<file path="src/design/jet_pkg.sv">
// Shared types and constants for the Julia escape-time block.
package jet_pkg;

    localparam int POINT_W     = 32;   // z coordinate width
    localparam int PROD_W      = 64;   // full product width
    localparam int C_W         = 30;   // Julia constant width
    localparam int CNT_W       = 16;   // escape count / iteration limit width
    localparam int CFG_INDEX_W = 2;
    localparam int CFG_DATA_W  = 30;

    // register indexes
    localparam logic [CFG_INDEX_W-1:0] REG_C_REAL   = 2'd0;
    localparam logic [CFG_INDEX_W-1:0] REG_C_IMAG   = 2'd1;
    localparam logic [CFG_INDEX_W-1:0] REG_MAX_ITER = 2'd2;

    // reset values (about -0.650492 and -0.478235 at 27 fraction bits)
    localparam logic signed [C_W-1:0] C_REAL_RESET   = -30'sd87307558;
    localparam logic signed [C_W-1:0] C_IMAG_RESET   = -30'sd64187615;
    localparam logic [CNT_W-1:0]      MAX_ITER_RESET = 16'd255;

    typedef struct packed {
        logic load;     // take a new start point, clear count
        logic mul;      // register the three products
        logic step;     // commit z*z + c, bump count
        logic capture;  // move count into the result register
    } t_dp_cmd;

    typedef struct packed {
        logic count_done;  // count reached the limit
        logic escaped;     // x*x + y*y > 4
    } t_dp_sts;

endpackage

</file>
<file path="src/design/jet_ctrl.sv">
// Controller: sequences load, multiply, test/update and result handoff.
module jet_ctrl (
    input  logic             i_clk,
    input  logic             i_rst_n,
    input  logic             i_s_tvalid,
    output logic             o_s_tready,
    output logic             o_m_tvalid,
    input  logic             i_m_tready,
    output jet_pkg::t_dp_cmd o_cmd,
    input  jet_pkg::t_dp_sts i_sts
);

    typedef enum logic [1:0] {
        S_IDLE,
        S_MUL,
        S_CHK,
        S_FIN
    } t_state;

    t_state r_state, n_state;
    logic   r_s_tready, n_s_tready;
    logic   r_m_tvalid, n_m_tvalid;

    always_comb begin
        n_state      = r_state;
        n_s_tready   = r_s_tready;
        n_m_tvalid   = r_m_tvalid && !i_m_tready;
        o_cmd        = '0;
        unique case (r_state)
            S_IDLE: begin
                if (i_s_tvalid && r_s_tready) begin
                    o_cmd.load = 1'b1;
                    n_s_tready = 1'b0;
                    n_state    = S_MUL;
                end
            end
            S_MUL: begin
                if (i_sts.count_done) begin
                    n_state = S_FIN;
                end else begin
                    o_cmd.mul = 1'b1;
                    n_state   = S_CHK;
                end
            end
            S_CHK: begin
                if (i_sts.escaped) begin
                    n_state = S_FIN;
                end else begin
                    o_cmd.step = 1'b1;
                    n_state    = S_MUL;
                end
            end
            S_FIN: begin
                if (!r_m_tvalid || i_m_tready) begin
                    o_cmd.capture = 1'b1;
                    n_m_tvalid    = 1'b1;
                    n_s_tready    = 1'b1;
                    n_state       = S_IDLE;
                end
            end
            default: begin
                n_state = S_IDLE;
            end
        endcase
    end

    always_ff @(posedge i_clk) begin
        if (!i_rst_n) begin
            r_state    <= S_IDLE;
            r_s_tready <= 1'b1;
            r_m_tvalid <= 1'b0;
        end else begin
            r_state    <= n_state;
            r_s_tready <= n_s_tready;
            r_m_tvalid <= n_m_tvalid;
        end
    end

    assign o_s_tready = r_s_tready;
    assign o_m_tvalid = r_m_tvalid;

endmodule

</file>
<file path="config.mk">
export PLATFORM = sky130hd
export DESIGN_NAME = jet_ctrl
export DESIGN_NICKNAME = d
export VERILOG_FILES = /design/src/design/jet_pkg.sv /design/src/design/jet_ctrl.sv
export SDC_FILE = /design/constraint.sdc
export NUM_CORES = 1
export LEC_CHECK = 0
export BUFFER_PORTS_ARGS = -buffer_cell sky130_fd_sc_hd__buf_2
export CORE_AREA = 2 2 39 41
export CTS_BUF_LIST = sky130_fd_sc_hd__clkbuf_2
export DETAILED_ROUTE_END_ITERATION = 10
export DIE_AREA = 0 0 41 43
export GPL_ROUTABILITY_DRIVEN = 0
export GPL_TIMING_DRIVEN = 0
export PLACE_DENSITY = 0.36
export REMOVE_ABC_BUFFERS = 1
export SYNTH_ARGS = -nofsm -noshare
export SYNTH_HDL_FRONTEND = slang
export SYNTH_SLANG_ARGS = --single-unit
export TNS_END_PERCENT = 100
</file>
<file path="constraint.sdc">
create_clock -name i_clk -period 1.2 [get_ports i_clk]
set_input_delay 0.24 -clock i_clk [delete_from_list [all_inputs] [get_ports i_clk]]
set_output_delay 0.24 -clock i_clk [all_outputs]
set_load 0.01 [all_outputs]
</file>
# == Word level (Yosys, flattened, before mapping) ==
# Cells that the tools add are included.
# Widths: inputs -> output; s select.
# classes
mux,18
n_reduce_logical,9
n_eq_ne,5
# ops
op,count
$mux 1,13
$pmux 2 s4,1
$mux 2,3
$eq 2x2->1 const B,2
$ne 2x2->1 const B,2
$reduce_and 3->1,1
$eq 2x1->1 const B,1
$logic_and 1x1->1,2
$logic_not 1->1,2
$logic_not 2->1,1
$pmux 1 s2,1
$reduce_and 2->1,1
$reduce_bool 2->1,1
$logic_or 1x1->1,1
# word_totals
ff_bits,4
word_cells,35
output_inout_bits,6

# == Longest topological paths before layout ==
# logic_depth
depth_word,4
ltp_mapped,2

# == Worst setup path after synthesis ==
# OpenSTA, ideal clock, no wires.
# synth_path
path_type,reg2reg
from,register r_state[0]
to,register r_state[0]
path_buffers,0
stages_incl_launch_ff,3
required_ps,1051
arrival_ps,911
slack_ps,139
synth_period_minus_slack_ps,1061
path_cell_list,dfxtp_1 -> nor3b_1 -> a2111oi_2
# synth_via
elab_chain_len,3
# synth_rtl
element,line_no,source
"start, declared",jet_ctrl.sv:20,"t_state r_state, n_state;"
"start signal, assigned",jet_ctrl.sv:73,r_state <= n_state;
$eq 2x2->1 or $logic_not 2->1 (tied branches),jet_ctrl.sv:29,unique case (r_state)
$ne 2x2->1 (no line),--,
$reduce_and 2->1 (no line),--,
# Parallel ways exist; a longest one is shown, timed or not.
# A chain may end at the register's enable or synchronous reset.

==> impl_metrics.ini <==
[detailed_routing]
num_vias = 220
post_drt_wl_per_cell_um = 10.7
drt_first_pass_iters = 1
totalWireLength_um = 544
drc = 0
ant_nets = 0
first_iter_violations = 0
viasPerCell = 4.31

[finish]
multiInputGateArea_um2 = 123
drive_above_1_share_pct = 62.9
layout.cells.non_filler = 51
fillers = 161
num_antenna_cells = 0
final_net_count = 43
seqCellArea_um2 = 87.6
syn2layout_area_growth_pct = 65.8
final_cell_area_um2 = 322

[critical_path]
path_buf_inv = 1
end_kind = output port
r2r_setup_slack_ns = 0.12
required_ns = 0.96
reg2reg_to = r_state[0]$_SDFFE_PN0P_
reg2reg_depth = 3
critPathTopFamily = flip-flops
critPathArrivalTime_ns = 0.99
critPathKind = flip-flop to output port
critPathMaxFanout = 7
cp_cell_sequence = and4bb_2 > buf_6
start_kind = flip-flop
r2r_start = r_state[1]$_SDFFE_PN0P_
max_stage_delay_ns = 0.36
slowest_stage = dfxtp_4
path_depth = 2

[synthesis]
synth_enable_flop_cells = 0
synth_area_leaders = dfxtp_1 41%, a2111oi_2 7.7%, a211oi_1 7.7%
synth_seq_area_share_pct = 41.3
yosys_warnings = 0
synth_area_leader_cell = dfxtp_1
ys.flop_type = dfxtp_1
yosys-top-cells-count = 4 x dfxtp_1, 2 x a211oi_1, 2 x a21oi_1, 2 x inv_1, 2 x nor3b_1
postSynthAreaPerCell_um2 = 9.70
syn_area_um2 = 194
synth_cell_type_count = 13
syn_inst = 20
async_flop_share_pct = 0
synth_top_cell_area_share_pct = 41.3
synth-seq-cells = 4
yosysMostFrequentCell = dfxtp_1

[timing]
holdWs_ns = 0.234
post-route-period-util_pct = 102
clock_skew_ns = 0.00147
fin_setup_tns_ns = -0.0274
clock.fmax_ghz = 0.815
drv_slew = 0
finalHoldViolations = 0
worst_slack_ns = -0.0274
period_needed_ns = 1.23
setup_viol = 1
relSlewSlack_pct = 83.1
worstMarginPinSlew_ns = 0.252
rsz0062_at_grt = yes

[power_and_ir_drop]
power.density_mw_per_mm2 = 1260
switchingPower_mw = 0.126
p_sw_share_pct = 31.0
sequentialPowerShare_pct = 43.3
comb_power_share_pct = 25.5
p_int_mw = 0.280
ir_worst_vdd_v = 0.000270
p_clk_share_pct = 31.2
p_leak_nw = 0.147

[global_route]
grt_pass1_vias = 228
grt_pass1_wl_um = 952
antenna_found_initial = 0
grt_start_max_net_pins = 8
globalRouteTotalUtil_pct = 8.42
overflow = 0

[die]
die_y_um = 43
chipWidth_um = 41
dieArea_mm2 = 0.00176
core_mm2 = 0.00138
pin_count = 12
initial_core_util_pct = 14.0
rows = 14

[placed_design]
place_area_um2 = 269
dp_cells = 47
port_buffers = 11

[clock_network]
cts_tree = done
cts_hold_buffers = 0
clk_latency_ns = 0.21
clkSinkCount = 4
tritoncts.num_buffers = 3
path_clk_slew_ns = 0.05
cts_buffer_depth = 2
cts_root_buf = clkbuf_2
h-tree-depth = 1

[min_path]
hold_path_depth = 2
min_from = i_rst_n
holdCritPathClass = primary input to flip-flop
hold_path_end = o_s_tready$_SDFFE_PN1P_

[run_status]
outcome = complete, but fails checks
violations = setup timing

[flow_run]
drv_cap = 0
==> worst register-to-register path, cell delays in order, from the launching register on <==
cell,delay (ns)
dfxtp_4,0.36
buf_4,0.14
and2_4,0.15
a2111oi_2,0.32
==> power groups by stage <==
| stage | Clock [mW] | Combinational (mW) | Sequential [mW] |
|---|---|---|---|
| 2_1_floorplan | 0 | 0.0504 | 0.170 |
| 3_3_place_gp | 0 | 0.0835 | 0.171 |
| 3_5_place_dp | 0 | 0.0834 | 0.173 |
| 4_1_cts | 0.139 | 0.0991 | 0.172 |
| 5_1_grt | 0.145 | 0.112 | 0.179 |
| 6_report | 0.127 | 0.104 | 0.176 |
==> layer usage <==
| layer | global-route usage, % | vias up | part of all wire [%] |
|---|---|---|---|
| li1 | - | 107 | - |
| met1 | 11.5 | 99 | 47 |
| met2 | 9.38 | 12 | 41 |
| met3 | 3.14 | 2 | 11 |
| met4 | 8.00 | 0 | 0.74 |
| met5 | 0 | - | 0 |
==> layout make-up <==
cell class / instances / share of cell area [%]
Clock buffer: 3 / 4.67
Inverter: 2 / 2.33
Multi-Input combinational cell: 14 / 38.1
Sequential cell: 4 / 27.2
Tap cell: 16 / 6.23
Timing Repair Buffer: 12 / 21.4
==> worst max-delay path by stage <==
stage / startpoint / end / slack, ns
detailed placement: r_state[0]$_SDFFE_PN0P_ / o_cmd[2] / 0.02
global route: r_state[0]$_SDFFE_PN0P_ / o_cmd[3] / -0.08
CTS: r_state[0]$_SDFFE_PN0P_ / o_cmd[2] / -0.04
floorplan: r_state[0]$_SDFFE_PN0P_ / r_state[0]$_SDFFE_PN0P_ / 0.14
finish: r_state[0]$_SDFFE_PN0P_ / o_cmd[3] / -0.03
global placement: r_state[0]$_SDFFE_PN0P_ / o_cmd[2] / 0.04
==> cells in the final DEF, fill, tap and decap left out, drive strengths merged, types with 2 or more instances in the layout <==
| master | count |
|---|---|
| clkbuf | 3 |
| inv | 2 |
| buf | 12 |
| dfxtp | 4 |
| a211oi | 2 |
| a21oi | 2 |
| nor3b | 2 |
==> per-stage QoR <==
step	util, %	total power [mW]	worst slack, ns
floorplan	-	0.220	0.139
global placement	19.4	0.254	0.0411
detailed placement	19.4	0.256	0.0158
CTS	22.2	0.410	-0.0443
global route	23.2	0.436	-0.0797
finish	23.2	0.406	-0.0274
==> timing repair <==
item                       in CTS  in global routing
cloned                          0                  0
setup endpoints to repair       4                  4
resized for setup               5                  3
pin swaps                       1                  0
buffers inserted                1                  0
==> kinds of logic after synthesis <==
| group | synth area share (%) |
|---|---|
| AOI/OAI and AO/OA | 25.2 |
| buffers and inverters | 3.87 |
| DFF | 41.3 |
| and+or+nand+nor | 29.7 |
==> state kept, by name, summed over array words and instances, names as in the netlist <==
signal      count
r_state         2
o_s_tready      1
o_m_tvalid      1
Power figures use the tool's default switching activity.
