### config.mk
export PLATFORM = sky130hd
export DESIGN_NAME = jet_cfg
export DESIGN_NICKNAME = d
export VERILOG_FILES = /design/src/design/jet_pkg.sv /design/src/design/jet_cfg.sv
export SDC_FILE = /design/constraint.sdc
export NUM_CORES = 1
export LEC_CHECK = 0
export ABC_CLOCK_PERIOD_IN_PS = 2100
export BUFFER_PORTS_ARGS = -buffer_cell sky130_fd_sc_hd__buf_2
export CORE_UTILIZATION = 25
export CTS_CLUSTER_DIAMETER = 50
export CTS_CLUSTER_SIZE = 10
export DETAILED_ROUTE_END_ITERATION = 10
export GPL_TIMING_DRIVEN = 0
export PLACE_DENSITY = 0.53
export SLEW_MARGIN = 15
export SYNTH_ARGS = -nofsm -noshare
export SYNTH_HDL_FRONTEND = slang
export SYNTH_SLANG_ARGS = --single-unit
export TNS_END_PERCENT = 100
### constraint.sdc
create_clock -name i_clk -period 2.1 [get_ports i_clk]
set_input_delay 0.315 -clock i_clk [delete_from_list [all_inputs] [get_ports i_clk]]
set_output_delay 0.315 -clock i_clk [all_outputs]
set_load 0.005 [all_outputs]
### src/design/jet_pkg.sv
// Shared types and constants for the Julia escape-time block.
package jet_pkg;

    localparam int POINT_W     = 32;   // z coordinate width
    localparam int PROD_W      = 64;   // full product width
    localparam int C_W         = 30;   // Julia constant width
    localparam int CNT_W       = 16;   // escape count / iteration limit width
    localparam int CFG_INDEX_W = 2;
    localparam int CFG_DATA_W  = 30;

    // register indexes
    localparam logic [CFG_INDEX_W-1:0] REG_C_REAL   = 2'd0;
    localparam logic [CFG_INDEX_W-1:0] REG_C_IMAG   = 2'd1;
    localparam logic [CFG_INDEX_W-1:0] REG_MAX_ITER = 2'd2;

    // reset values (about -0.650492 and -0.478235 at 27 fraction bits)
    localparam logic signed [C_W-1:0] C_REAL_RESET   = -30'sd87307558;
    localparam logic signed [C_W-1:0] C_IMAG_RESET   = -30'sd64187615;
    localparam logic [CNT_W-1:0]      MAX_ITER_RESET = 16'd255;

    typedef struct packed {
        logic load;     // take a new start point, clear count
        logic mul;      // register the three products
        logic step;     // commit z*z + c, bump count
        logic capture;  // move count into the result register
    } t_dp_cmd;

    typedef struct packed {
        logic count_done;  // count reached the limit
        logic escaped;     // x*x + y*y > 4
    } t_dp_sts;

endpackage

### src/design/jet_cfg.sv
// Configuration registers: Julia constant and iteration limit.
module jet_cfg #(
    parameter int FRACTION_BITS = 27,
    parameter int COUNT_WIDTH   = 16
) (
    input  logic                                   i_clk,
    input  logic                                   i_rst_n,
    input  logic                                   i_cfg_valid,
    output logic                                   o_cfg_ready,
    input  logic [jet_pkg::CFG_INDEX_W-1:0]        i_cfg_index,
    input  logic [jet_pkg::CFG_DATA_W-1:0]         i_cfg_data,
    output logic signed [jet_pkg::C_W-1:0]         o_c_real,
    output logic signed [jet_pkg::C_W-1:0]         o_c_imag,
    output logic [jet_pkg::CNT_W-1:0]              o_limit
);

    localparam logic signed [63:0] C_BOUND = 64'sd2 <<< FRACTION_BITS;
    localparam logic [63:0] CNT_MAX =
        (COUNT_WIDTH >= 32) ? 64'hFFFF_FFFF : ((64'd1 << COUNT_WIDTH) - 64'd1);

    logic signed [jet_pkg::C_W-1:0] r_c_real;
    logic signed [jet_pkg::C_W-1:0] r_c_imag;
    logic [jet_pkg::CNT_W-1:0]      r_max_iter;
    logic signed [63:0]             w_value;
    logic                           w_in_range;

    assign o_cfg_ready = 1'b1;
    assign w_value     = 64'($signed(i_cfg_data));
    assign w_in_range  = (w_value >= -C_BOUND) && (w_value <= C_BOUND);

    always_ff @(posedge i_clk) begin
        if (!i_rst_n) begin
            r_c_real   <= jet_pkg::C_REAL_RESET;
            r_c_imag   <= jet_pkg::C_IMAG_RESET;
            r_max_iter <= jet_pkg::MAX_ITER_RESET;
        end else if (i_cfg_valid) begin
            unique case (i_cfg_index)
                jet_pkg::REG_C_REAL: begin
                    if (w_in_range) r_c_real <= $signed(i_cfg_data);
                end
                jet_pkg::REG_C_IMAG: begin
                    if (w_in_range) r_c_imag <= $signed(i_cfg_data);
                end
                jet_pkg::REG_MAX_ITER: begin
                    r_max_iter <= i_cfg_data[jet_pkg::CNT_W-1:0];
                end
                default: begin
                end
            endcase
        end
    end

    assign o_c_real = r_c_real;
    assign o_c_imag = r_c_imag;
    // limit clamps at the largest value a COUNT_WIDTH-bit counter can hold
    assign o_limit  = (64'(r_max_iter) > CNT_MAX) ? CNT_MAX[jet_pkg::CNT_W-1:0] : r_max_iter;

endmodule

---- Word level (Yosys, flattened, before mapping) ----
Index checks and enable logic that the tools add are counted.
storage, ports and cells
  bits in registers ....................... 76
  output and inout bits ................... 77
operators by class
  magnitude comparators ................... 2
  equal/unequal tests ..................... 2
  reductions and logical operators ........ 5
operator list
  cell                                                                  count
  greater-or-equal comparator 30 x 29 -> 1 bit (second input constant)  1
  <= comparator 30 bit (second input constant)                          1
  AND reduction 3 bit                                                   2
  == test 2 x 1 -> 1 bit (second input constant)                        1
  == test 2 bit (second input constant)                                 1
  logical NOT 2 bit                                                     1
  AND reduction 2 bit                                                   1
  logical AND 1 bit                                                     1

---- Longest topological paths before layout ----
Gate-level depths: netlist of run 1.
  depth in word-level cells ............... 3
  mapped depth ............................ 7
  depth with buffers taken out ............ 5

---- Worst setup path before layout of run 1 ----
Ideal clock, no wire load.
  kind .................................... in2reg
  from .................................... in i_cfg_data[25] (netlist bit)
  to ...................................... reg r_c_imag, in the netlist o_c_imag[12]
  library setup time ...................... 72 ps
  arrival ................................. 1,490 ps
  path slack .............................. 539 ps
  stages .................................. 7
  path buffers ............................ 2
  cells stage by stage .................... nor4_1 nand4_1 nor2_2 o21a_1 buf_6 buf_12 mux2i_1
on the way
  cells in the longest elaborated chain, start to end .. 3
  elaborated cells between the ends (all ways) .. 4
ends and longest elaborated chain
  element                                                                                      line           text
  start: declaration                                                                           jet_cfg.sv:11  input logic [jet_pkg::CFG_DATA_W-1:0] i_cfg_data,
  greater-or-equal comparator 30 x 29 -> 1 bit / <= comparator 30 bit (equally long branches)  jet_cfg.sv:29  assign w_in_range = (w_value >= -C_BOUND) && (w_value <= C_BOUND);
  logical AND 1 bit *                                                                          jet_cfg.sv:29
  AND reduction 3 bit (no source line) *                                                       -
  end signal: assignment                                                                       jet_cfg.sv:34  r_c_imag <= jet_pkg::C_IMAG_RESET;
  end signal: assignment                                                                       jet_cfg.sv:42  if (w_in_range) r_c_imag <= $signed(i_cfg_data);
  end: declaration                                                                             jet_cfg.sv:22  logic signed [jet_pkg::C_W-1:0] r_c_imag;
Mark *: on every way between the ends. The rest lies on a longest branch, timed or not.
A chain may end at the register's enable or synchronous reset.

---- Worst setup path after layout of run 1 ----
  from .................................... in i_cfg_data[1] (netlist bit)
  to ...................................... reg r_c_imag, in the netlist o_c_imag[16]
The elaborated chain is that of the path after synthesis.

==> summary.txt, run 1 <==
Outcome
  • Status: completed

Global routing
  • Maximum number of pins on one net before global-route repair: 13
  • Initial antenna violation count: 0
  • Via count of the first global-routing pass: ~2700
  • GRT Resource Usage Total: between 15 and 20%
  • Wire length of the first global-routing pass: 15500 um
  • Overall overflow remaining after global route: 0

Clock tree
  • CTS HTree Levels: 3
  • Clock Path Buffers: 2
  • Setup bufs post-CTS: 0
  • Total of cells resized after clock tree synthesis: 0
  • Cts hold-fix bufs: 0
  • Master cell of the clock root buffer: clkbuf_16
  • Total clock sinks: 76
  • Number of CTS-inserted buffers: 9
  • TritonCTS clock tree: yes
  • Clock latency at the later pin of the worst-skew pair: 0.34 ns
  • Post-CTS clock slew at the launch and capture registers of the worst setup and hold paths: approximately 0.060 ns

Synth
  • Cell variety after synth: 31
  • Number of storage elements in the synthesis netlist: 76
  • Syn Nets: roughly 380
  • Most frequently used cell type in the post-synthesis netlist: nand2_1
  • Yosys top cell area share: between 40% and 50%
  • Cell type with the largest total area after synthesis: dfxtp_1
  • Post-synth EDFFs: 0
  • Synth Area per Inst: around 9.4 um^2
  • Fraction of registers with async set or reset after synthesis: 0%
  • Netlist Area Pre-Place: 3220 um^2
  • Mapped Cells: approximately 340
  • Leading post-synthesis cells by instance count: nand2_1 (87), dfxtp_1 (76), mux2i_1 (58)
  • Most instantiated flip-flop cell in the synthesis netlist: dfxtp_1
  • Syn. warnings: 0
  • Top cells by area, synth: dfxtp_1 (47%), mux2i_1 (18%), nand2_1 (10%)
  • Sequential-to-total area share from yosys stat: between 40% and 50%

Drt
  • Total number of vias: between 2000 and 3000
  • DRC: 0
  • Detail-routed via count per cell: between 4 and 5
  • Number of antenna-violating nets in the routed design: 0
  • Aggregate routed wire length: about 10000 um
  • Iteration count of the initial detailed-routing pass: 4
  • Average wire per cell in the routed design: roughly 16 um
  • Iteration-0 DRC Markers: 127

Power
  • Power density of the placed cells: 765 nW/um^2
  • Overall power consumption: around 3.3 mW
  • Peak supply drop: a little under 0.0003 V
  • Cell leakage power: roughly 1.7 nW

STA
  • Setup Total Neg Slack: 0 ns
  • Least setup slack across all paths after layout: ~0.33 ns
  • Final hold vios: 0
  • Rel. slew slack: between 50% and 60%
  • Worst Tran Pin Value: slightly above 0.7 ns
  • Maximum frequency from static timing analysis: ~560 MHz
  • Number of setup violations in the final report: 0
  • Minimum period implied by the final worst setup slack: 1.77 ns
  • RSZ-0062 raised after global routing: false
  • Post-route fraction of the period consumed by the critical path: between 80% and 90%
  • Max Clock Skew: 0 ns
  • Final Max Tran Viols: 0

Placement
  • Standard cell area after detailed placement: about 4000 um^2
  • Port-buffer cells: around 110
  • DP Wirelength: 7550 um
  • Weighted congestion at the end of routability-driven global placement: ~0.78
  • Dpl ws: -0.0517 ns

Die
  • Die area: ~13000 um^2
  • Number of I/O pins: approximately 110
  • Die Y: about 120 um
  • Number of core rows: 41
  • Chip Width: 116 um
  • Starting Density: 25.5%
  • Area of the core: approximately 13000 um^2

Layout
  • Multi-input gate area in the final layout: 1530 um^2
  • FF/Latch Area: approximately 1500 um^2
  • Final design area excluding fillers: approximately 4300 um^2
  • Number of filler instances in the final layout: 1350
  • Antenna diode count: 0
  • Area growth syn-to-layout: 32.0%
  • Layout cells sized above 1: 29.3%
  • # nets final: ~500

Setup path
  • Data arrival time of the critical path: approximately 2.0 ns
  • FF-to-FF Start: o_c_real[25]$_SDFFE_PN1P_
  • Type of element launching the critical path: primary input
  • Endpoint of the most critical register-to-register path: o_c_real[25]$_SDFFE_PN1P_
  • Depth of the worst register-to-register path: 4
  • Required time at the endpoint of the critical path: 2.36 ns
  • Cell breakdown of the critical path: buf_2 -> nor4_1 -> nand4_1 -> nor2_2 -> o21a_1 -> buf_6 -> buf_12 -> mux2i_1
  • Kind of critical path: primary input to register
  • Highest-delay cell along the critical path: nor4_1
  • Type of destination of the critical path: register
  • Crit-path max FO: 10
  • Max stage delay on crit path: 0.38 ns
  • Worst R2R Setup Slack: roughly 1.3 ns

Min path
  • Beginning of the worst hold path: i_cfg_data[0]
  • WHS Path Cells: 3
  • Classification of the worst-slack hold path: primary input to register
  • End point of the worst hold path: o_limit[0]$_SDFFE_PN1P_

Flow run
  • Max-capacitance violation count: 0
==> power breakdown <==
part | switching [mW] | internal [mW]
clock | 0.600 | 0.829
combinational | 0.181 | 0.137
sequential | 0.0222 | 1.49
total | 0.803 | 2.45
==> flip-flops by register name, indices dropped and copies added, names as in the netlist <==
name      flops
o_limit      16
o_c_imag     30
o_c_real     30
==> critical path: cells and delay by family <==
kind                   cells  cell delay, ns
multiplexers               1            0.18
buffers and inverters      3            0.50
AND/OR/NAND/NOR            3            0.85
AO/OA/AOI/OAI              1            0.18
==> cell usage in the layout (no fill, tap or decap), types with 2 or more instances in the layout <==
master      netlist  routed
a21boi_0          8       8
clkinv_2          0       2
buf_2             2     111
nand2_1          87      87
clkbuf_16         0       9
nor2b_1          52      52
o21ai_0           3       3
nand3_1           9       9
mux2i_1          58      58
dfxtp_1          76      76
buf_12            4       4
clkinvlp_4        0       2
nor4_1            6       6
inv_1             2       2
clkbuf_1         16      18
==> through the flow <==
stage,hold slack [ns],utilization [%],cells
floorplan,0.439,-,342
global placement,0.443,31.6,623
detailed placement,0.446,31.6,623
CTS,0.239,33.7,639
global route,0.256,33.7,639
finish,0.248,33.7,639
==> final cells by class <==
class / count / share of cell area (%)
inverter: 2 / 0.176
clock buffer: 12 / 5.79
tap: 172 / 5.06
buffer: 24 / 3.97
sequential: 76 / 35.8
multi-input combinational: 240 / 35.8
timing repair buffer: 109 / 12.8
clock inverter: 4 / 0.588
==> cells by family (layout without fill, tap and decap cells) <==
logic type	after synthesis	in the layout	share of synthesized area, %
other	1	1	0.116
multiplexers	58	58	18.0
buffers and inverters	26	151	5.47
AND/OR/NAND/NOR	165	165	25.6
AO/OA/AOI/OAI	16	16	3.57
flip-flops	76	76	47.2
==> per-layer routing <==
metal	GRT usage [%]	wire (um)	vias to the layer above
met2	25.3	4680	91
met3	4.18	572	13
met4	5.02	134	0
met1	21.6	4800	1291
met5	0	0	-
li1	-	-	1364
==> how the worst max path moves through the flow <==
stage	start	cells after the start	to	slack (ns)
finish	i_cfg_data[1]	8	o_c_imag[16]$_SDFFE_PN0P_	0.33
global route	i_cfg_data[1]	8	o_c_imag[12]$_SDFFE_PN1P_	0.17
CTS	i_cfg_data[1]	8	o_c_imag[16]$_SDFFE_PN0P_	0.30
detailed placement	i_cfg_data[1]	8	o_c_imag[16]$_SDFFE_PN0P_	-0.05
global placement	i_cfg_data[13]	8	o_c_imag[21]$_SDFFE_PN1P_	-0.02
floorplan	i_cfg_data[25]	7	o_c_imag[12]$_SDFFE_PN1P_	0.54
No activity file was read; power rests on OpenSTA's default activity.
==> inputs of run 2 (changes only) <==
--- a/config.mk
+++ b/config.mk
@@ -5,14 +5,14 @@
 export SDC_FILE = /design/constraint.sdc
 export NUM_CORES = 1
 export LEC_CHECK = 0
-export ABC_CLOCK_PERIOD_IN_PS = 2100
+export ABC_CLOCK_PERIOD_IN_PS = 1600
 export BUFFER_PORTS_ARGS = -buffer_cell sky130_fd_sc_hd__buf_2
 export CORE_UTILIZATION = 25
 export CTS_CLUSTER_DIAMETER = 50
 export CTS_CLUSTER_SIZE = 10
 export DETAILED_ROUTE_END_ITERATION = 10
 export GPL_TIMING_DRIVEN = 0
-export PLACE_DENSITY = 0.53
+export PLACE_DENSITY = 0.54
 export SLEW_MARGIN = 15
 export SYNTH_ARGS = -nofsm -noshare
 export SYNTH_HDL_FRONTEND = slang
==> constraint.sdc (replaced) <==
create_clock -name i_clk -period 1.6 [get_ports i_clk]
set_input_delay 0.24 -clock i_clk [delete_from_list [all_inputs] [get_ports i_clk]]
set_output_delay 0.24 -clock i_clk [all_outputs]
set_load 0.005 [all_outputs]
==> summary.txt, run 2 (synthesized netlist as in run 1, its figures left out) <==
Placement
  • Post-placement cell count: 623 (unchanged)
  • Port-buffer cells: 109 (unchanged)
  • DP Wirelength: 7650 um (+1.4%)
  • Standard cell area after detailed placement: 3980 um^2 (unchanged)
  • Weighted congestion at the end of routability-driven global placement: 0.731 (-6.4%)

Clock tree
  • Clock latency at the later pin of the worst-skew pair: 0.34 ns (about the same)
  • Master cell of the clock root buffer: clkbuf_16
  • Cts hold-fix bufs: 0 (unchanged)
  • Number of CTS-inserted buffers: 9 (unchanged)
  • Clock Path Buffers: 2 (unchanged)
  • Post-CTS clock slew at the launch and capture registers of the worst setup and hold paths: 0.06 ns (about the same)
  • TritonCTS clock tree: yes
  • CTS HTree Levels: 3 (unchanged)
  • Total clock sinks: 76 (unchanged)

Global routing
  • Initial antenna violation count: 0 (unchanged)
  • Via count of the first global-routing pass: 2682 (-0.41%)
  • Wire length of the first global-routing pass: 15600 um (+0.84%)
  • GRT Resource Usage Total: 16.4% (+0.29 points)
  • Maximum number of pins on one net before global-route repair: 14 (+1)
  • Overall overflow remaining after global route: 0 (unchanged)

Power
  • Cell leakage power: 1.80 nW (+2.8%)
  • Power density of the placed cells: 1010 nW/um^2 (+32%)
  • Overall power consumption: 4.44 mW (+37%)
  • Peak supply drop: 0.000377 V (+28%)

Drt
  • Iteration count of the initial detailed-routing pass: 4 (unchanged)
  • Number of antenna-violating nets in the routed design: 0 (unchanged)
  • Total number of vias: 2750 (-0.33%)
  • DRC: 0 (unchanged)
  • Detail-routed via count per cell: 4.29 (-0.64%)
  • Aggregate routed wire length: 10300 um (+1.1%)
  • Iteration-0 DRC Markers: 73 (-43%)
  • Average wire per cell in the routed design: 16.1 um (+0.80%)

STA
  • Max Clock Skew: 0 ns (unchanged)
  • Post-route fraction of the period consumed by the critical path: a little over nine tenths
  • Final hold vios: 0 (unchanged)
  • RSZ-0062 raised after global routing: true
  • Worst Hold Slack: 0.185 ns (-0.0636 ns)
  • Rel. slew slack: 56.7% (+4.8 points)
  • Worst Tran Pin Value: 0.649 ns (-0.0727 ns)
  • Number of setup violations in the final report: 0 (unchanged)
  • Setup Total Neg Slack: 0 ns (unchanged)
  • Maximum frequency from static timing analysis: ~660 MHz
  • Minimum period implied by the final worst setup slack: approximately 1.5 ns
  • Final Max Tran Viols: 0 (unchanged)

Die
  • Chip Width: 116 um (unchanged)
  • Starting Density: 25.5% (unchanged)
  • Number of I/O pins: 112 (unchanged)
  • Area of the core: 12600 um^2 (unchanged)
  • Number of core rows: 41 (unchanged)
  • Die Y: 116 um (unchanged)
  • Die area: 13400 um^2 (unchanged)

Setup path
  • Type of element launching the critical path: primary input
  • Crit-path max FO: 10 (unchanged)
  • Kind of critical path: primary input to register
  • Worst R2R Setup Slack: 0.76 ns (-0.50 ns)
  • Worst setup endpoint: o_c_imag[22]$_SDFFE_PN0P_
  • Depth of the worst register-to-register path: 4 (unchanged)
  • Max stage delay on crit path: 0.33 ns (-0.05 ns)
  • Cell breakdown of the critical path: buf_2 -> nor4_4 -> nand4_1 -> nor2_4 -> o21a_1 -> buf_12 -> buf_12 -> mux2i_1
  • Data arrival time of the critical path: 1.79 ns (-0.24 ns)
  • CP startpoint: i_cfg_data[0]
  • Endpoint of the most critical register-to-register path: o_c_real[25]$_SDFFE_PN1P_
  • Required time at the endpoint of the critical path: 1.87 ns (-0.49 ns)
  • Number of cells on the critical path: 8 (unchanged)
  • FF-to-FF Start: o_c_real[25]$_SDFFE_PN1P_
  • Family with the most delay on the worst path: simple AND/OR/NAND/NOR gates
  • Sum of buffers and inverters on the critical path: 3 (unchanged)
  • Type of destination of the critical path: register
  • Highest-delay cell along the critical path: nor4_4
  • Worst path most repeated cell: buf_12

Min path
  • Classification of the worst-slack hold path: primary input to register

Layout
  • Top library cells by usage in the layout, fill and taps aside: buf_2 (111), nand2_1 (87), dfxtp_1 (76)
  • Non-Filler Instances: 641 (+0.31%)
  • Layout cells sized above 1: 31.8% (+2.4 points)
  • Final design area excluding fillers: 4390 um^2 (+3.1%)
  • Most common library cell in the layout ignoring fill and taps: buf_2
  • Antenna diode count: 0 (unchanged)
  • Area growth syn-to-layout: 36.1%
  • # nets final: 499 (+0.40%)

Outcome
  • Status: completed

Flow run
  • Max-capacitance violation count: 0 (unchanged)
[run 2: layout make-up]
type / instances / area, um^2
Timing Repair Buffer: 111 / 561
Inverter: 2 / 7.51
Buffer: 24 / 180
Multi-Input combinational cell: 240 / 1610
Fill cell: 1367 / 8230
Clock buffer: 9 / 225
Clock inverter: 7 / 67.6
Sequential cell: 76 / 1520
Tap cell: 172 / 215
[run 2: power by group]
group / total [mW] / internal [mW] / switching, mW
Sequential: 1.98 / 1.95 / 0.0292
Combinational: 0.438 / 0.186 / 0.252
Clock: 2.02 / 1.20 / 0.824
Total: 4.44 / 3.34 / 1.11
[run 2: through the flow]
stage | utilization [%] | worst slack [ns]
2_1_floorplan | - | 0.114
6_report | 34.8 | 0.0865
3_3_place_gp | 31.6 | -0.647
4_1_cts | 34.3 | 0.0260
3_5_place_dp | 31.6 | -0.590
5_1_grt | 34.8 | -0.00746
[run 2: tightest hold or removal path, stage by stage]
cell	delay [ns]
buf_2	0.12
inv_1	0.05
a32oi_1	0.07
[run 2: timing repair]
item / in CTS / in global routing
endpoints found under the setup margin: 57 / 33
setup buffers: 0 / 2
pin swaps: 1 / 3
gates resized for setup: 8 / 10
[run 2: worst min-delay path by stage]
| stage | start | end | slack, ns | depth (start not counted) |
|---|---|---|---|---|
| floorplan | i_cfg_data[0] | o_limit[0]$_SDFFE_PN1P_ | 0.36 | 2 |
| global placement | o_c_imag[16]$_SDFFE_PN0P_ | o_c_imag[16]$_SDFFE_PN0P_ | 0.44 | 2 |
| detailed placement | o_c_imag[14]$_SDFFE_PN0P_ | o_c_imag[14]$_SDFFE_PN0P_ | 0.45 | 2 |
| CTS | i_cfg_data[23] | o_c_imag[23]$_SDFFE_PN0P_ | 0.16 | 3 |
| global route | i_cfg_data[6] | o_c_imag[6]$_SDFFE_PN0P_ | 0.18 | 3 |
| finish | i_cfg_data[28] | o_c_real[28]$_SDFFE_PN1P_ | 0.18 | 3 |
[run 2: routing by layer]
| metal | share of wire [%] | routed length (um) | up-vias | track usage [%] |
|---|---|---|---|---|
| met5 | 0 | 0 | - | 0 |
| met4 | 1.6 | 163 | 0 | 6.75 |
| met1 | 46 | 4690 | 1291 | 20.8 |
| met2 | 47 | 4860 | 76 | 26.5 |
| met3 | 5.6 | 580 | 14 | 4.24 |
| li1 | - | - | 1369 | - |
==> inputs of run 3 (changes only) <==
--- a/config.mk
+++ b/config.mk
@@ -7,6 +7,7 @@
 export LEC_CHECK = 0
 export ABC_CLOCK_PERIOD_IN_PS = 1600
 export BUFFER_PORTS_ARGS = -buffer_cell sky130_fd_sc_hd__buf_2
+export CORE_ASPECT_RATIO = 0.7
 export CORE_UTILIZATION = 25
 export CTS_CLUSTER_DIAMETER = 50
 export CTS_CLUSTER_SIZE = 10
==> summary.txt, run 3 (synthesized netlist as in run 1, its figures left out) <==
Drt
  • Total number of vias: 2791 (+1.5%)
  • Aggregate routed wire length: 10500 um (+1.7%)
  • DRC: 0 (unchanged)
  • Iteration count of the initial detailed-routing pass: 6 (+2)
  • Average wire per cell in the routed design: 16.6 um (+3.0%)
  • Number of antenna-violating nets in the routed design: 0 (unchanged)
  • Iteration-0 DRC Markers: 85 (+16%)
  • Detail-routed via count per cell: 4.41 (+2.8%)

Flow run
  • Max-capacitance violation count: 0 (unchanged)

Layout
  • Antenna diode count: 0 (unchanged)
  • Area growth syn-to-layout: 35.9%
  • Number of filler instances in the final layout: 1317 (-3.7%)
  • Top library cells by usage in the layout, fill and taps aside: buf_2 (111), nand2_1 (87), dfxtp_1 (76)
  • Non-Filler Instances: 633 (-1.2%)
  • Most common library cell in the layout ignoring fill and taps: buf_2
  • # nets final: 501 (+0.40%)
  • FF/Latch Area: 1520 um^2 (unchanged)
  • Multi-input gate area in the final layout: 1610 um^2 (-0.16%)
  • Final design area excluding fillers: 4380 um^2 (-0.17%)
  • Layout cells sized above 1: 31.8% (+0.077 points)
  • Final core occ: 35.0% (+0.25 points)

STA
  • Post-route fraction of the period consumed by the critical path: 93.4% (-1.2 points)
  • Final Max Tran Viols: 0 (unchanged)
  • Minimum period implied by the final worst setup slack: 1.49 ns (-0.0188 ns)
  • RSZ-0062 raised after global routing: false
  • Final hold vios: 0 (unchanged)
  • Maximum frequency from static timing analysis: 669 MHz (+1.3%)
  • Rel. slew slack: 59.5% (+2.7 points)
  • Number of setup violations in the final report: 0 (unchanged)
  • Max Clock Skew: 0 ns (unchanged)
  • Worst Tran Pin Value: 0.608 ns (-0.0411 ns)

Outcome
  • Status: completed

Power
  • Internal power consumption: 3.34 mW (about the same)
  • Combinational power share: 10.0% (about the same)
  • Switching power of the nets: 1.11 mW (+0.32%)
  • Clock share of power: 45.5% (about the same)
  • Cell leakage power: 1.79 nW (-0.52%)
  • Power density of the placed cells: 1010 nW/um^2 (+0.25%)
  • Peak supply drop: 0.000562 V (+49%)
  • Switching power as a share of total power: 24.9% (+0.060 points)
  • Overall power consumption: 4.45 mW (about the same)
  • Sequential fraction of design power: 44.6% (about the same)

Global routing
  • Wire length of the first global-routing pass: 15800 um (+0.75%)
  • Overall overflow remaining after global route: 0 (unchanged)
  • Via count of the first global-routing pass: 2789 (+4.0%)
  • Met2 track demand over resource: 23.6% (-2.9 points)
  • GRT Resource Usage Total: 16.2% (-0.21 points)
  • GR Layer Usage met3: 5.14% (+0.90 points)
  • Busiest metal layer after global routing: met2
  • Met1 routing resource usage after global routing: 22.8% (+2.0 points)
  • Initial antenna violation count: 0 (unchanged)
  • Maximum number of pins on one net before global-route repair: 14 (unchanged)

Setup path
  • FF-to-FF Start: o_c_real[25]$_SDFFE_PN1P_
  • Required time at the endpoint of the critical path: 1.86 ns (about the same)
  • Kind of critical path: primary input to register
  • Type of destination of the critical path: register
  • Type of element launching the critical path: primary input
  • Data arrival time of the critical path: 1.76 ns (-0.03 ns)
  • Crit-path max FO: 10 (unchanged)
  • CP startpoint: i_cfg_data[21]

Clock tree
  • Total clock sinks: 76 (unchanged)
  • Cts hold-fix bufs: 0 (unchanged)
  • Clock Path Buffers: 2 (unchanged)
  • TritonCTS clock tree: yes
  • Master cell of the clock root buffer: clkbuf_16
  • Clock latency at the later pin of the worst-skew pair: 0.34 ns (about the same)
  • CTS HTree Levels: 3 (unchanged)
  • Post-CTS clock slew at the launch and capture registers of the worst setup and hold paths: 0.06 ns (about the same)
  • Number of CTS-inserted buffers: 9 (unchanged)

Min path
  • Classification of the worst-slack hold path: primary input to register
  • Beginning of the worst hold path: i_cfg_data[16]

Die
  • Number of core rows: 34 (-17%)
  • Die Y: 97 um (-16%)
  • Chip Width: 138 um (+19%)
  • Number of I/O pins: 112 (unchanged)
  • Starting Density: 25.8% (+0.23 points)
  • Die area: 13400 um^2 (about the same)
  • Area of the core: 12500 um^2 (-0.89%)

Placement
  • Port-buffer cells: 109 (unchanged)
  • Weighted congestion at the end of routability-driven global placement: 0.760 (+3.9%)
  • Standard cell area after detailed placement: 3970 um^2 (-0.31%)
  • Post-placement cell count: 613 (-1.6%)
  • DP Wirelength: 7890 um (+3.2%)
run 3: metrics by stage:
step,setup WS [ns],setup TNS [ns],hold slack [ns]
4_1_cts,0.0347,0,0.162
3_5_place_dp,-0.563,-27.26,0.444
2_1_floorplan,0.114,0,0.364
5_1_grt,0.00682,0,0.174
3_3_place_gp,-0.572,-28.76,0.441
6_report,0.105,0,0.185
run 3: path summary, 6_finish.rpt:
check / to / slack, ns / cells after the start
hold reg to reg: o_c_real[5]$_SDFFE_PN0P_ / 0.46 / 2
setup reg to reg: o_c_real[25]$_SDFFE_PN1P_ / 0.77 / 4
setup / recovery: o_c_real[17]$_SDFFE_PN1P_ / 0.11 / 8
hold / removal: o_c_imag[16]$_SDFFE_PN0P_ / 0.18 / 3
run 3: power groups by stage:
stage          combinational [mW]  clock (mW)  sequential [mW]
3_3_place_gp                0.419           0             2.02
3_5_place_dp                0.424           0             2.02
5_1_grt                     0.484        2.15             1.99
4_1_cts                     0.435        2.07             1.98
6_report                    0.443        2.02             1.98
2_1_floorplan               0.208           0             2.02
run 3: per-layer routing:
layer,routed length [um],vias up,share of wire [%]
li1,-,1375,-
met1,5240,1327,50
met2,4390,79,42
met3,742,10,7.1
met4,105,0,1.0
met5,0,-,0
run 3: repair_timing:
item,CTS,global route
buffers inserted,0,4
resized for setup,7,6
cloned,0,0
pin swaps,1,4
endpoints found under the setup margin,57,29
run 3: final cells by class:
cell class,count,area share (%)
Timing Repair Buffer,113,13.1
Clock inverter,7,1.54
Clock buffer,9,5.14
Tap cell,162,4.63
Inverter,2,0.171
Sequential cell,76,34.7
Multi-Input combinational cell,240,36.7
Buffer,24,3.94
run 3: worst max-delay path, cell delays in order:
cell     delay, ns
buf_2         0.13
nor4_2        0.34
nand3_2       0.16
nor2_4        0.19
o21a_2        0.18
buf_12        0.16
buf_12        0.15
mux2i_1       0.19
